File: src/rtl/mlrt_pkg.sv
// shared constants and types for the multichannel linear ramp table
`default_nettype none
package mlrt_pkg;

  localparam int unsigned NumChannelsDefault = 16;

  localparam int unsigned CH_W     = 4;
  localparam int unsigned VAL_W    = 32;
  localparam int unsigned TIME_W   = 32;
  localparam int unsigned TICK_W   = 20;
  localparam int unsigned MAG_W    = VAL_W + 1;
  localparam int unsigned CH_EXT_W = 7;

  localparam int unsigned IN_DATA_W  = 120;
  localparam int unsigned OUT_DATA_W = 40;

  localparam logic KIND_START = 1'b0;
  localparam logic KIND_TICK  = 1'b1;

  typedef struct packed {
    logic [VAL_W-1:0]  from_value;
    logic [VAL_W-1:0]  to_value;
    logic [TIME_W-1:0] duration;
    logic [TIME_W-1:0] elapsed;
  } ramp_entry_t;

endpackage
`default_nettype wire

File: src/rtl/mlrt_muldiv.sv
// computes mag * el / dur with a two-step multiply and a bit-serial divide
`default_nettype none
module mlrt_muldiv
  import mlrt_pkg::*;
(
  input  wire logic              clk_i,
  input  wire logic              rst_ni,
  input  wire logic              start_i,
  input  wire logic [MAG_W-1:0]  mag_i,
  input  wire logic [TIME_W-1:0] el_i,
  input  wire logic [TIME_W-1:0] dur_i,
  output logic                   done_o,
  output logic [VAL_W-1:0]       quot_o
);

  localparam logic [1:0] PH_IDLE = 2'd0;
  localparam logic [1:0] PH_MUL  = 2'd1;
  localparam logic [1:0] PH_DIV  = 2'd2;
  localparam int unsigned PW = MAG_W + TIME_W;  // 65
  localparam int unsigned HW = MAG_W + 16;      // 49

  logic [1:0]        ph_q;
  logic [5:0]        cnt_q;
  logic [HW-1:0]     prod_q;
  logic [MAG_W-1:0]  mag_q;
  logic [15:0]       el_hi_q;
  logic [TIME_W-1:0] dur_q;
  logic [TIME_W-1:0] rem_q;
  logic [MAG_W-1:0]  lo_q;
  logic [MAG_W-1:0]  quot_q;
  logic              done_q;

  logic [HW-1:0] p0, p1;
  logic [PW-1:0] full;
  logic [TIME_W:0] r2, r2_sub;
  logic          ge;

  always_comb begin
    p0     = {16'b0, mag_i} * {33'b0, el_i[15:0]};
    p1     = {16'b0, mag_q} * {33'b0, el_hi_q};
    full   = {16'b0, prod_q} + {p1, 16'b0};
    r2     = {rem_q, lo_q[MAG_W-1]};
    ge     = r2 >= {1'b0, dur_q};
    r2_sub = r2 - {1'b0, dur_q};
  end

  always_ff @(posedge clk_i or negedge rst_ni) begin
    if (!rst_ni) begin
      ph_q   <= PH_IDLE;
      cnt_q  <= '0;
      done_q <= 1'b0;
    end else begin
      done_q <= 1'b0;
      case (ph_q)
        PH_IDLE: begin
          if (start_i) ph_q <= PH_MUL;
        end
        PH_MUL: begin
          cnt_q <= 6'(MAG_W);
          ph_q  <= PH_DIV;
        end
        PH_DIV: begin
          cnt_q <= cnt_q - 6'd1;
          if (cnt_q == 6'd1) begin
            ph_q   <= PH_IDLE;
            done_q <= 1'b1;
          end
        end
        default: ph_q <= PH_IDLE;
      endcase
    end
  end

  always_ff @(posedge clk_i) begin
    case (ph_q)
      PH_IDLE: begin
        prod_q  <= p0;
        mag_q   <= mag_i;
        el_hi_q <= el_i[31:16];
        dur_q   <= dur_i;
      end
      PH_MUL: begin
        // top bits of the product are below dur, so they seed the remainder
        rem_q  <= full[PW-1:MAG_W];
        lo_q   <= full[MAG_W-1:0];
        quot_q <= '0;
      end
      PH_DIV: begin
        rem_q  <= ge ? r2_sub[TIME_W-1:0] : r2[TIME_W-1:0];
        lo_q   <= {lo_q[MAG_W-2:0], 1'b0};
        quot_q <= {quot_q[MAG_W-2:0], ge};
      end
      default: ;
    endcase
  end

  assign done_o = done_q;
  assign quot_o = quot_q[VAL_W-1:0];

endmodule
`default_nettype wire

File: config.mk
export PLATFORM = sky130hd
export DESIGN_NAME = mlrt_muldiv
export DESIGN_NICKNAME = d
export VERILOG_FILES = /design/src/rtl/mlrt_pkg.sv /design/src/rtl/mlrt_muldiv.sv
export SDC_FILE = /design/constraint.sdc
export NUM_CORES = 2
export LEC_CHECK = 0
export ABC_CLOCK_PERIOD_IN_PS = 19700
export BUFFER_PORTS_ARGS = -buffer_cell sky130_fd_sc_hd__buf_2
export CORE_AREA = 3 3 395 397
export CTS_BUF_LIST = sky130_fd_sc_hd__clkbuf_8
export CTS_CLUSTER_DIAMETER = 120
export DETAILED_ROUTE_END_ITERATION = 12
export DIE_AREA = 0 0 398 400
export PLACE_DENSITY_LB_ADDON = 0.12
export SLEW_MARGIN = 15
export SYNTH_ARGS = -nofsm -noshare
export SYNTH_HDL_FRONTEND = slang
export SYNTH_SLANG_ARGS = --single-unit
File: constraint.sdc
create_clock -name clk_i -period 19.7 [get_ports clk_i]
set_input_delay 0.985 -clock clk_i [delete_from_list [all_inputs] [get_ports clk_i]]
set_output_delay 0.985 -clock clk_i [all_outputs]
set_load 0.005 [all_outputs]
==> results.toml <==
[setup_path]
rr_worst_depth = 28
critical_path_arrival_ns = 9.60
cp.required_ns = 20.10
cpPeakStageDelay_ns = 0.86
critPathSlowestCell = "edfxtp_1"
cp_max_fo = 16
critPathMostFrequentCell = "fa_1"
r2r_start = "mag_q[12]"
regToRegSetupSlack_ns = 10.50
worst-setup-path-type = "reg -> reg"
cp-end-kind = "flip-flop"
start_kind = "flip-flop"
r2r_end = "rem_q[24]"

[drt]
routed-wl-met3_um = 5500
routed_wl_um = 143000
wl_met2_um = 68200
met1_length_um = 66900
drc = 0
routed_via_density = 4.78
detail-route-antenna-nets = 0
top_layer_used = "met5"
avgRoutedWirePerCell_um = 20.5
drt-pass1-iter-count = 6
vias = 33347
drtIter0Drc = 1757

[placed_design]
io_buffers = 132
dp_hpwl_um = 109000
post-place-ws_ns = 10.65
place.gp.congestion = 0.875

[synthesis]
syn-num-nets = 6195
synth_edf_count = 227
synthArstFlopShare_pct = 3.81
synth_flop_cell = "edfxtp_1"
seq_area_frac_synth_pct = 15.4
ys_ff_latch = 236
syn_inst = 4911
syn_area_per_cell_sq_um = 9.29
synth.distinct_cells = 85
ys_warn_count = 0
synth_area_sq_um = 45600

[layout]
num-nets-final = 6198
fill_cells = 16013
layout-area-overhead-vs-synth_pct = 7.84
final_core_util_pct = 32.3
drive_gt1_share_pct = 5.80

[sta]
slew_violations = 0
setup_ws_ns = 10.50
finalHoldViolations = 0
period_share_pct = 46.7
max_freq_ghz = 0.109
setup_viol = 0
clock-skew-final_ns = 0.0701
fin_tns_setup_ns = 0
rsz0062_at_grt = "no"
relSlewSlack_pct = 29.5
post-route-min-period_ns = 9.20
tightest_slew_ns = 1.06

[global_routing]
grt_usage_pct = 18.1
grt_pass1_vias = 36071
grt_start_max_net_pins = 75
gr-total-overflow = 0
grt_pass1_wl_um = 221000
antenna_found_initial = 4

[clocking]
cts_hold_buf = 0
ctsResizeCount = 0
h-tree-depth = 2
path_clk_slew_ns = 0.07
clock_sinks = 236
cts_root_buf = "clkbuf_8"
cts_buffer_depth = 3
cts_buffers = 47
cts_tree = "done"
postCtsSetupBuffers = 0
clk_latency_ns = 0.71

[floorplan]
fp-row-count = 143
dieArea_sq_um = 159000
start_util_pct = 30.0
core_sq_um = 152000
num_io_pins = 133
die_y_um = 400
chipWidth_um = 398

[outcome]
status = "finished, final reports clean"

[min_path]
hp-class = "in -> async"

[run]
drv_cap = 0
## final cells by class
class                   count  area (sq um)  share of cell area (%)
multi-input cells        3491         34200                    69.4
well taps                2030          2540                    5.16
diodes                      3          7.51                  0.0153
clock buffers              48           661                    1.34
clock inverters            36           230                   0.468
repair buffers            171           953                    1.94
inverters                 967          3630                    7.38
flip-flops and latches    236          7040                    14.3
## routing by layer
metal,global-route usage (%),vias up
met1,25.4,17243
li1,-,15303
met2,30.6,659
met5,0,-
met4,3.35,2
met3,1.75,140
## metrics by stage
step	hold WS (ns)	cell area, sq um	std cells
floorplan	0.498	45600	4911
detailed placement	0.512	48300	6895
finish	0.198	49200	6982
global placement	0.511	48300	6895
CTS	0.121	49200	6979
global route	0.152	49200	6980
## sequential cells by signal (all words and copies together) (netlist names)
name	cells
cnt_q	6
done_o	1
dur_q	32
el_hi_q	16
lo_q	33
mag_q	33
ph_q	2
prod_q	49
quot_q	32
rem_q	32
## synthesized netlist by cell type, drive strengths merged, types with 26 or more instances
cell      n  area, sq um
a21o     86          647
a21oi   167          843
and2    382         2390
clkbuf  198          743
edfxtp  227         6820
fa      866        17300
ha      318         3980
inv     966         3630
nand2   826         3100
nand3    44          233
nand4    28          190
nor2     92          345
nor3     34          181
o211ai   26          200
o21a     27          203
o21ai   132          661
o21bai   29          218
xnor2    89          780
xor2     44          385
## layout by cell type, fill, tap and decap left out, types with 48 or more instances in the layout
cell type	count
nand2_1	826
clkbuf_8	48
and2_1	382
a21o_1	85
edfxtp_1	227
ha_1	316
buf_2	132
inv_1	977
fa_1	866
o21ai_0	130
nor2_1	92
xnor2_1	89
a21oi_1	165
## worst max-delay path by stage
stage | from | endpoint | slack, ns
after global routing | mag_q[15] | rem_q[24] | 9.99
after global placement | mag_q[15] | rem_q[24] | 10.72
after CTS | mag_q[15] | rem_q[24] | 10.57
final | mag_q[12] | rem_q[24] | 10.50
after floorplan | mag_q[12] | rem_q[24] | 11.64
after detailed placement | mag_q[15] | rem_q[24] | 10.65
## cells by family (layout without fill, tap and decap cells)
group | count (synthesis) | count (layout) | synth area share, %
other | 0 | 3 | 0
buffers and inverters | 1184 | 1222 | 9.80
flip-flops | 236 | 236 | 15.4
multiplexers | 34 | 34 | 0.814
adder cells (fa/ha/maj) | 1184 | 1184 | 46.7
AO/OA/AOI/OAI | 609 | 609 | 8.66
XOR/XNOR | 133 | 133 | 2.55
AND/OR/NAND/NOR | 1531 | 1531 | 16.0
## critical path: cells and delay by family (launching register included)
kind                     cells  cell delay, ns
AND/OR/NAND/NOR              8            1.89
buffers and inverters        3            0.15
adder cells (fa/ha/maj)      8            3.86
flip-flops                   1            0.86
XOR/XNOR                     1            0.15
AO/OA/AOI/OAI                8            1.94
Power is not shown: default switching activity piles up to over one toggle a cycle in this logic, so the estimate is an artifact.
